### config.mk
export PLATFORM = sky130hd
export DESIGN_NAME = integer_to_decimal_ascii_top
export DESIGN_NICKNAME = d
export VERILOG_FILES = /design/src/hw/rtl/i2da_pkg.sv /design/src/hw/rtl/i2da_ucode_rom.sv /design/src/hw/rtl/i2da_sequencer.sv /design/src/hw/rtl/i2da_datapath.sv /design/src/hw/rtl/integer_to_decimal_ascii_top.sv
export SDC_FILE = /design/constraint.sdc
export NUM_CORES = 1
export LEC_CHECK = 0
export BUFFER_PORTS_ARGS = -buffer_cell sky130_fd_sc_hd__buf_2
export CAP_MARGIN = 20
export CORE_ASPECT_RATIO = 1.25
export CORE_MARGIN = 3
export CORE_UTILIZATION = 50
export DETAILED_ROUTE_END_ITERATION = 8
export GPL_ROUTABILITY_DRIVEN = 1
export PLACE_DENSITY = 0.68
export SLEW_MARGIN = 20
export SYNTH_ARGS = -nofsm -noshare
export SYNTH_HDL_FRONTEND = slang
export SYNTH_HIERARCHICAL = 1
export SYNTH_SLANG_ARGS = --single-unit
export TNS_END_PERCENT = 30
### constraint.sdc
create_clock -name clock -period 4.6 [get_ports clock]
set_input_delay 0.92 -clock clock [delete_from_list [all_inputs] [get_ports clock]]
set_output_delay 0.92 -clock clock [all_outputs]
set_load 0.1 [all_outputs]
### src/hw/rtl/i2da_pkg.sv
// Shared types, constants and microcode encodings for the decimal ASCII converter.
// No dependencies.
`timescale 1ns / 1ps

package i2da_pkg;

   localparam int VALUE_WIDTH_DEF = 32;

   localparam int PC_WIDTH = 3;

   localparam logic [6:0] ASCII_ZERO  = 7'd48;
   localparam logic [6:0] ASCII_MINUS = 7'd45;

   // Microprogram step addresses
   localparam logic [PC_WIDTH-1:0] STEP_WAIT   = 3'd0;
   localparam logic [PC_WIDTH-1:0] STEP_DABBLE = 3'd1;
   localparam logic [PC_WIDTH-1:0] STEP_SIGN   = 3'd2;
   localparam logic [PC_WIDTH-1:0] STEP_SKIP   = 3'd3;
   localparam logic [PC_WIDTH-1:0] STEP_DIGIT  = 3'd4;

   typedef enum logic [2:0] {
      OP_WAIT,
      OP_DABBLE,
      OP_SIGN,
      OP_SKIP,
      OP_DIGIT
   } op_type;

   typedef enum logic [2:0] {
      COND_NONE,
      COND_NO_REQ,
      COND_BITS_MORE,
      COND_LEAD_ZERO,
      COND_DIGITS_MORE
   } cond_type;

   typedef struct packed {
      op_type              op;
      cond_type            cond;
      logic [PC_WIDTH-1:0] target;
      logic                done;
   } ucode_word_type;

   typedef struct packed {
      op_type op;
   } ctrl_type;

   typedef struct packed {
      logic hold;
      logic req_accept;
      logic bits_more;
      logic lead_zero;
      logic digits_more;
   } status_type;

endpackage

### src/hw/rtl/i2da_ucode_rom.sv
// Microcode ROM: one control word per sequencer step.
// Depends on i2da_pkg.
`timescale 1ns / 1ps

module i2da_ucode_rom (
   input  logic [i2da_pkg::PC_WIDTH-1:0] pc,
   output i2da_pkg::ucode_word_type      word
);
   import i2da_pkg::*;

   always_comb begin
      case (pc)
         STEP_WAIT:   word = '{op: OP_WAIT,   cond: COND_NO_REQ,      target: STEP_WAIT,   done: 1'b0};
         STEP_DABBLE: word = '{op: OP_DABBLE, cond: COND_BITS_MORE,   target: STEP_DABBLE, done: 1'b0};
         STEP_SIGN:   word = '{op: OP_SIGN,   cond: COND_NONE,        target: STEP_SIGN,   done: 1'b0};
         STEP_SKIP:   word = '{op: OP_SKIP,   cond: COND_LEAD_ZERO,   target: STEP_SKIP,   done: 1'b0};
         STEP_DIGIT:  word = '{op: OP_DIGIT,  cond: COND_DIGITS_MORE, target: STEP_DIGIT,  done: 1'b1};
         default:     word = '{op: OP_WAIT,   cond: COND_NONE,        target: STEP_WAIT,   done: 1'b1};
      endcase
   end

endmodule

### src/hw/rtl/i2da_sequencer.sv
// Step counter with conditional jumps, driven by the microcode ROM.
// Depends on i2da_pkg and i2da_ucode_rom.
`timescale 1ns / 1ps

module i2da_sequencer (
   input  logic                   clock,
   input  logic                   reset,
   input  i2da_pkg::status_type   status,
   output i2da_pkg::ctrl_type     ctrl
);
   import i2da_pkg::*;

   logic [PC_WIDTH-1:0] pc_ff;
   logic [PC_WIDTH-1:0] pc_in;
   ucode_word_type      word;
   logic                cond_true;

   i2da_ucode_rom u_rom (
      .pc   (pc_ff),
      .word (word)
   );

   always_comb begin
      case (word.cond)
         COND_NONE:        cond_true = 1'b0;
         COND_NO_REQ:      cond_true = !status.req_accept;
         COND_BITS_MORE:   cond_true = status.bits_more;
         COND_LEAD_ZERO:   cond_true = status.lead_zero;
         COND_DIGITS_MORE: cond_true = status.digits_more;
         default:          cond_true = 1'b0;
      endcase

      if (status.hold) begin
         pc_in = pc_ff;
      end else if (cond_true) begin
         pc_in = word.target;
      end else if (word.done) begin
         pc_in = STEP_WAIT;
      end else begin
         pc_in = pc_ff + 1'b1;
      end
   end

   always_ff @(posedge clock) begin
      if (reset) begin
         pc_ff <= STEP_WAIT;
      end else begin
         pc_ff <= pc_in;
      end
   end

   assign ctrl.op = word.op;

endmodule

### src/hw/rtl/i2da_datapath.sv
// Datapath: magnitude shifter, BCD shift-add-3 register, digit index and output register.
// Depends on i2da_pkg.
`timescale 1ns / 1ps

module i2da_datapath #(
   parameter int VALUE_WIDTH = i2da_pkg::VALUE_WIDTH_DEF
) (
   input  logic                          clock,
   input  logic                          reset,
   input  i2da_pkg::ctrl_type            ctrl,
   output i2da_pkg::status_type          status,
   input  logic                          req_valid,
   output logic                          req_stall,
   input  logic signed [VALUE_WIDTH-1:0] req_value,
   output logic                          rsp_valid,
   input  logic                          rsp_stall,
   output logic [6:0]                    rsp_ascii_char,
   output logic                          rsp_last
);
   import i2da_pkg::*;

   // decimal digits of 2^VALUE_WIDTH, log10(2) ~ 0.30103
   localparam int NumDigits = (VALUE_WIDTH * 30103) / 100000 + 1;
   localparam int BcdWidth  = NumDigits * 4;
   localparam int CntWidth  = $clog2(VALUE_WIDTH + 1);
   localparam int IdxWidth  = $clog2(NumDigits);

   logic [VALUE_WIDTH-1:0] mag_ff, mag_in;
   logic                   neg_ff, neg_in;
   logic [BcdWidth-1:0]    bcd_ff, bcd_in;
   logic [CntWidth-1:0]    cnt_ff, cnt_in;
   logic [IdxWidth-1:0]    idx_ff, idx_in;
   logic                   rsp_valid_ff, rsp_valid_in;
   logic [6:0]             rsp_char_ff, rsp_char_in;
   logic                   rsp_last_ff, rsp_last_in;

   logic [VALUE_WIDTH-1:0] raw;
   logic [BcdWidth-1:0]    bcd_adj;
   logic [3:0]             cur_digit;
   logic                   out_free;
   logic                   req_accept;
   logic                   load_out;

   assign raw        = req_value;
   assign req_stall  = (ctrl.op != OP_WAIT);
   assign req_accept = req_valid && !req_stall;
   assign out_free   = !rsp_valid_ff || !rsp_stall;
   assign cur_digit  = bcd_ff[idx_ff*4 +: 4];

   // add 3 to every nibble that is 5 or more before the shift
   always_comb begin
      for (int d = 0; d < NumDigits; d++) begin
         if (bcd_ff[d*4 +: 4] >= 4'd5) begin
            bcd_adj[d*4 +: 4] = bcd_ff[d*4 +: 4] + 4'd3;
         end else begin
            bcd_adj[d*4 +: 4] = bcd_ff[d*4 +: 4];
         end
      end
   end

   always_comb begin
      status.req_accept  = req_accept;
      status.bits_more   = (cnt_ff != CntWidth'(1));
      status.lead_zero   = (cur_digit == 4'd0) && (idx_ff != '0);
      status.digits_more = (idx_ff != '0);
      case (ctrl.op)
         OP_SIGN:  status.hold = neg_ff && !out_free;
         OP_DIGIT: status.hold = !out_free;
         default:  status.hold = 1'b0;
      endcase
   end

   always_comb begin
      mag_in      = mag_ff;
      neg_in      = neg_ff;
      bcd_in      = bcd_ff;
      cnt_in      = cnt_ff;
      idx_in      = idx_ff;
      rsp_char_in = rsp_char_ff;
      rsp_last_in = rsp_last_ff;
      load_out    = 1'b0;
      case (ctrl.op)
         OP_WAIT: begin
            if (req_accept) begin
               neg_in = raw[VALUE_WIDTH-1];
               mag_in = raw[VALUE_WIDTH-1] ? VALUE_WIDTH'(~raw + 1'b1) : raw;
               bcd_in = '0;
               cnt_in = CntWidth'(VALUE_WIDTH);
               idx_in = IdxWidth'(NumDigits - 1);
            end
         end
         OP_DABBLE: begin
            bcd_in = {bcd_adj[BcdWidth-2:0], mag_ff[VALUE_WIDTH-1]};
            mag_in = {mag_ff[VALUE_WIDTH-2:0], 1'b0};
            cnt_in = cnt_ff - 1'b1;
         end
         OP_SIGN: begin
            if (neg_ff && out_free) begin
               load_out    = 1'b1;
               rsp_char_in = ASCII_MINUS;
               rsp_last_in = 1'b0;
            end
         end
         OP_SKIP: begin
            if (status.lead_zero) begin
               idx_in = idx_ff - 1'b1;
            end
         end
         OP_DIGIT: begin
            if (out_free) begin
               load_out    = 1'b1;
               rsp_char_in = ASCII_ZERO + {3'b000, cur_digit};
               rsp_last_in = (idx_ff == '0);
               if (idx_ff != '0) begin
                  idx_in = idx_ff - 1'b1;
               end
            end
         end
         default: begin
            load_out = 1'b0;
         end
      endcase

      if (load_out) begin
         rsp_valid_in = 1'b1;
      end else if (!rsp_stall) begin
         rsp_valid_in = 1'b0;
      end else begin
         rsp_valid_in = rsp_valid_ff;
      end
   end

   always_ff @(posedge clock) begin
      if (reset) begin
         rsp_valid_ff <= 1'b0;
      end else begin
         rsp_valid_ff <= rsp_valid_in;
      end
      mag_ff      <= mag_in;
      neg_ff      <= neg_in;
      bcd_ff      <= bcd_in;
      cnt_ff      <= cnt_in;
      idx_ff      <= idx_in;
      rsp_char_ff <= rsp_char_in;
      rsp_last_ff <= rsp_last_in;
   end

   assign rsp_valid      = rsp_valid_ff;
   assign rsp_ascii_char = rsp_char_ff;
   assign rsp_last       = rsp_last_ff;

   // busy right after a transaction is taken
   a_busy_after_accept: assert property (@(posedge clock) disable iff (reset)
      req_accept |=> req_stall)
      else $error("input taken again while converting");

   // shift counter never runs dry while shifting
   a_cnt_live: assert property (@(posedge clock) disable iff (reset)
      (ctrl.op == OP_DABBLE) |-> (cnt_ff != '0))
      else $error("dabble step with empty bit count");

   // the ones digit closes the run
   a_last_on_ones: assert property (@(posedge clock) disable iff (reset)
      (ctrl.op == OP_DIGIT && out_free && idx_ff == '0) |=> (rsp_valid && rsp_last))
      else $error("final digit without last");

   // only digits and the sign ever appear
   a_char_set: assert property (@(posedge clock) disable iff (reset)
      rsp_valid |-> (rsp_ascii_char == ASCII_MINUS ||
                     (rsp_ascii_char >= ASCII_ZERO && rsp_ascii_char <= ASCII_ZERO + 7'd9)))
      else $error("character outside digit or sign");

endmodule

### src/hw/rtl/integer_to_decimal_ascii_top.sv
// Top level of the signed integer to decimal ASCII converter.
// Depends on i2da_pkg, i2da_sequencer, i2da_datapath.
//
// Usage:
//   Input channel (req_valid / req_stall / req_value): one signed two's complement
//   integer per transaction. req_stall is high whenever a conversion is in progress.
//   Result channel (rsp_valid / rsp_stall / rsp_ascii_char / rsp_last): the decimal
//   text, most significant character first, one character per transaction. A
//   negative number leads with '-', zero gives a lone '0', no leading zeros.
//   rsp_last marks the final character of each number.
//   Steps: a microprogram of five steps. Take the input, shift-add-3 binary to BCD
//   conversion over every input bit, the sign step, a skip step that passes over
//   each suppressed leading zero to reach the leading digit, then one emit per digit.
//   One item is converted at a time: a new input is taken only after the last
//   digit of the previous one has been loaded into the output register. The BCD
//   register holds NumDigits digits, 10 at 32 bits.
//   Receiver stall: the result sits in an output register; the sequencer holds on
//   its sign and digit steps until that register is free, nothing is lost or repeated.
//   Reset: synchronous, active high; clears the step counter and the output valid.
`timescale 1ns / 1ps

module integer_to_decimal_ascii_top #(
   parameter int VALUE_WIDTH = i2da_pkg::VALUE_WIDTH_DEF
) (
   input  logic                          clock,
   input  logic                          reset,
   input  logic                          req_valid,
   output logic                          req_stall,
   input  logic signed [VALUE_WIDTH-1:0] req_value,
   output logic                          rsp_valid,
   input  logic                          rsp_stall,
   output logic [6:0]                    rsp_ascii_char,
   output logic                          rsp_last
);
   import i2da_pkg::*;

   ctrl_type   ctrl;
   status_type status;

   // step counter, ROM and jump logic
   i2da_sequencer u_seq (
      .clock  (clock),
      .reset  (reset),
      .status (status),
      .ctrl   (ctrl)
   );

   // magnitude, BCD register, digit index and output register
   i2da_datapath #(
      .VALUE_WIDTH (VALUE_WIDTH)
   ) u_dp (
      .clock          (clock),
      .reset          (reset),
      .ctrl           (ctrl),
      .status         (status),
      .req_valid      (req_valid),
      .req_stall      (req_stall),
      .req_value      (req_value),
      .rsp_valid      (rsp_valid),
      .rsp_stall      (rsp_stall),
      .rsp_ascii_char (rsp_ascii_char),
      .rsp_last       (rsp_last)
   );

endmodule

# ---- Word level (Yosys, flattened, before mapping)
# Cells that the tools add are included.
dict set report op_classes {
  n_addsub 15
  n_shift 1
  n_mux 38
  bitwise 1
  magnitude_cmp 10
  reduce_logical 23
  eq_ne 19
}
# op count
set ops {}
lappend ops {{$pmux 40 s2} 1}
lappend ops {{$mux 32} 2}
lappend ops {{$pmux 32 s2} 1}
lappend ops {{$mux 4} 13}
lappend ops {{$pmux 10 s5} 1}
lappend ops {{$ge 4x3->1 const B} 10}
lappend ops {{$mux 40} 1}
lappend ops {{$shiftx 40x7->4} 1}
lappend ops {{$add 4x2->4 const B} 9}
lappend ops {{$add 32x1->32 const B} 1}
lappend ops {{$not 32->32} 1}
lappend ops {{$eq 3x2->1 const B} 6}
lappend ops {{$mux 7} 2}
lappend ops {{$pmux 7 s2} 1}
lappend ops {{$pmux 4 s3} 1}
lappend ops {{$pmux 6 s2} 1}
lappend ops {{$eq 3x1->1 const B} 3}
lappend ops {{$eq 3x3->1 const B} 3}
lappend ops {{$mux 3} 3}
lappend ops {{$logic_not 4->1} 2}
lappend ops {{$ne 2x1->1 const B} 4}
lappend ops {{$add 6x4->7 const A} 1}
lappend ops {{$logic_not 3->1} 2}
lappend ops {{$mux 1} 6}
lappend ops {{18 further kinds} 31}
dict set report word_totals {
  inputBits 36
  regBits 95
  output_inout_bits 10
}

# ---- Logic depth before layout (Yosys ltp)
dict set report depth {
  ltp_word 8
  depth_mapped 12
  depth_no_buf 10
}

# ---- Modules after synthesis
# Netlist, hierarchy kept.
# module instances area_per_inst_um2 seq_area_each_um2 cells_each
set modules_own_cells {}
lappend modules_own_cells {i2da_datapath 1 5526.6 2692.6 546}
lappend modules_own_cells {i2da_sequencer 1 244.0 60.1 29}
lappend modules_own_cells {i2da_ucode_rom 1 78.8 0.0 11}

# ---- Worst setup path after synthesis
# OpenSTA, ideal clock, no wires.
dict set report synth_timing {
  path_kind {flip-flop to flip-flop}
  startpoint {reg u_seq.pc_ff[2]}
  endpoint {reg u_dp.bcd_ff[0] (enable)}
  t_required_ns 4.197
  n_path_buf 2
  stages_incl_launch_ff 7
  synth_period_minus_slack_ns 2.644
  path_slack_ns 1.956
  t_arrival_ns 2.242
  path_cell_list {dfxtp_1 > nor3b_1 > buf_4 > nand2b_1 > nor2_1 > clkbuf_1 > or2_2}
}
# element line
set synth_lines {}
lappend synth_lines {{start, declared} i2da_sequencer.sv:13} ;# logic [PC_WIDTH-1:0] pc_ff;
lappend synth_lines {{start signal, assigned} i2da_sequencer.sv:48} ;# pc_ff <= pc_in;
lappend synth_lines {{end signal, assigned} i2da_datapath.sv:141} ;# bcd_ff <= bcd_in;
lappend synth_lines {{end, declared} i2da_datapath.sv:30} ;# logic [BcdWidth-1:0] bcd_ff, bcd_in;

==> impl_metrics.yaml <==
clocking:
  clockBufferDepth: 2
  insertion_delay_ns: 0.35
  clk_pin_slew_ns: 0.07
  clock_sink_count: 93
  cts_setup_buffers: 0
  cts_hold_buf: 0
  htree_levels: 3
  root_buffer: "clkbuf_16"
  post_cts_resized: 0
  cts_tree: "built"
  cts_made_buffers: 9
timing:
  holdWs_ns: 0.515
  tightest_slew_ns: 0.986
  hold_viol: 0
  rsz0062_at_grt: "no"
  timing.final.crit_share: 0.692
  period_needed_ns: 3.18
  finalSetupViolations: 0
  clock_skew_ns: 0.00743
  final_max_slew_viol_count: 0
  slew_headroom: 0.343
  fmax_mhz: 314
  setup_tns_ns: 0
  finalWorstSetupSlack_ns: 1.42
synth:
  ys_seq_area_frac: 0.471
  synth.most_common_cell: "edfxtp_1"
  synthTopCellsByCount: "89 x edfxtp_1, 73 x nor2_1, 63 x nand2_1"
  synth_fp_nets: 648
  synthTopCellsByArea: "edfxtp_1 46%, xor2_1 5.8%, ha_1 5.6%"
  synthCells: 586
  netlist_area_um2: 5850
  ys_types: 57
  async_reset_ff_frac: 0
  yosys_register_bits: 93
  synth_top_area_frac: 0.457
  syn_area_per_cell_um2: 9.98
  yosys.area.top_type: "edfxtp_1"
  yosysWarnings: 6
  synthFlopType: "edfxtp_1"
  synth_edf_count: 89
critical_path:
  crit_type: "flip-flop to flip-flop"
  cp_max_fo: 21
  reg2regPathDepth: 9
  crit_arrival_ns: 3.43
  crit_path_start_kind: "flip-flop"
  endpoint_kind: "flip-flop"
  worst_ep_required_time_ns: 4.85
power:
  power.density_nw_per_um2: 717
  power.leakage_nw: 2.49
  ir_worst_vdd_mv: 0.296
route:
  wl_um: 11600
  vias_per_cell: 5.60
  ant_nets: 0
  drt_iter0_drc: 143
  num_vias: 4223
  wl_per_cell_um: 15.3
  firstDrtPassIters: 4
  drcViolationCount: 0
floorplanning:
  die_w_um: 103
  dieArea_um2: 13000
  die_y_um: 127
  initial_utilization: 0.520
  core_um2: 11200
  num_rows: 43
  io_pins: 46
run_status:
  outcome: "finished clean"
layout:
  drive_gt1_frac: 0.144
  fin_cells: 754
  area_delta_synth_final_pct: 10.3
  finalNetCount: 676
  diodes: 0
  seqCellArea_um2: 2750
  fill_cells: 985
  fin_util: 0.574
  multi_input_area_um2: 2840
placement:
  gp_congestion: 0.805
  dp_cells: 737
  dp_hpwl_um: 8280
  pre_cts_ws_ns: 1.45
  portBuffers: 43
grt:
  grt_start_max_net_pins: 79
  grt_pass1_wl_um: 19600
  antenna_found_initial: 0
  grt_usage: 0.188
  gr-total-overflow: 0
  grt_pass1_vias: 4334
min_path:
  whs_path_depth: 2
  hold_path.class: "flip-flop to flip-flop"
flow_run:
  drv_cap: 0
-- worst paths after layout --
check        slack [ns]                    startpoint                     endpoint
max reg2reg        1.42  u_dp/idx_ff[0]$_SDFFCE_PN1P_  u_seq/pc_ff[2]$_SDFFE_PP0N_
min                0.52     u_dp/mag_ff[30]$_DFFE_PP_    u_dp/mag_ff[31]$_DFFE_PP_
min reg2reg        0.52     u_dp/mag_ff[30]$_DFFE_PP_    u_dp/mag_ff[31]$_DFFE_PP_
max                1.42  u_dp/idx_ff[0]$_SDFFCE_PN1P_  u_seq/pc_ff[2]$_SDFFE_PP0N_
-- cells in the final DEF, fill, tap and decap left out, types with 7 or more instances in the layout --
cell and n:
o21ai_0 40, ha_1 26, xnor2_1 16, nand2b_1 14, o41ai_1 8, a21oi_1 41, clkbuf_16 9, buf_2 43
or3_1 7, mux2i_1 16, edfxtp_1 89, inv_1 30, nand2_1 62, o31ai_1 8, xor2_1 39, nor2_1 72
nor3_1 14
-- final cells by class --
type	count	area share
multi-input combinational	433	0.440
sequential	93	0.427
timing repair buffer	47	0.0411
clock buffer	9	0.0349
tap	135	0.0262
inverter	30	0.0175
clock inverter	7	0.0140
-- cells by family after synthesis --
| kind of cell | after synthesis | synth area share |
|---|---|---|
| AOI/OAI and AO/OA | 118 | 0.123 |
| muxes | 22 | 0.0466 |
| adders and majority gates | 26 | 0.0556 |
| and+or+nand+nor | 210 | 0.175 |
| xor gates and xnor gates | 55 | 0.0824 |
| buffers and inverters | 60 | 0.0460 |
| DFF | 93 | 0.471 |
| other | 2 | 0.00128 |
-- report_power, final --
| group | leakage, nW | internal [mW] | switching [mW] | total [mW] |
|---|---|---|---|---|
| clock network | 0.153 | 0.473 | 0.311 | 0.784 |
| registers | 0.906 | 1.53 | 0.360 | 1.89 |
| logic | 1.43 | 0.740 | 1.21 | 1.95 |
-- critical path, stage by stage (launching register included) --
cell and delay [ns]:
edfxtp_1 1.00, mux4_2 0.61, o22ai_2 0.15, o22ai_1 0.10, or2_1 0.27, nor2_1 0.13, nor2b_1 0.06, o21ai_1 0.34
a211oi_1 0.15, a311oi_1 0.28
-- through the flow --
step                      power, mW  cell area [µm²]
after floorplan                3.38             5850
after CTS                      4.64             6420
final                          4.63             6450
after global routing           4.99             6450
after detailed placement       3.83             6110
after global placement         3.73             6110
-- flip-flops by register name (all words and copies together) (netlist names) --
name / count
u_dp/bcd_ff: 40
u_dp/mag_ff: 32
u_dp/cnt_ff: 6
u_dp/rsp_ascii_char: 5
u_dp/idx_ff: 4
u_seq/pc_ff: 3
u_dp/neg_ff: 1
u_dp/rsp_last: 1
u_dp/rsp_valid: 1
-- routing by layer --
layer | GRT usage | part of all wire
met1 | 0.230 | 0.43
met3 | 0.0253 | 0.035
met4 | 0.0800 | 0.022
met5 | 0 | 0
met2 | 0.326 | 0.52
(Power assumes the default switching activity.)
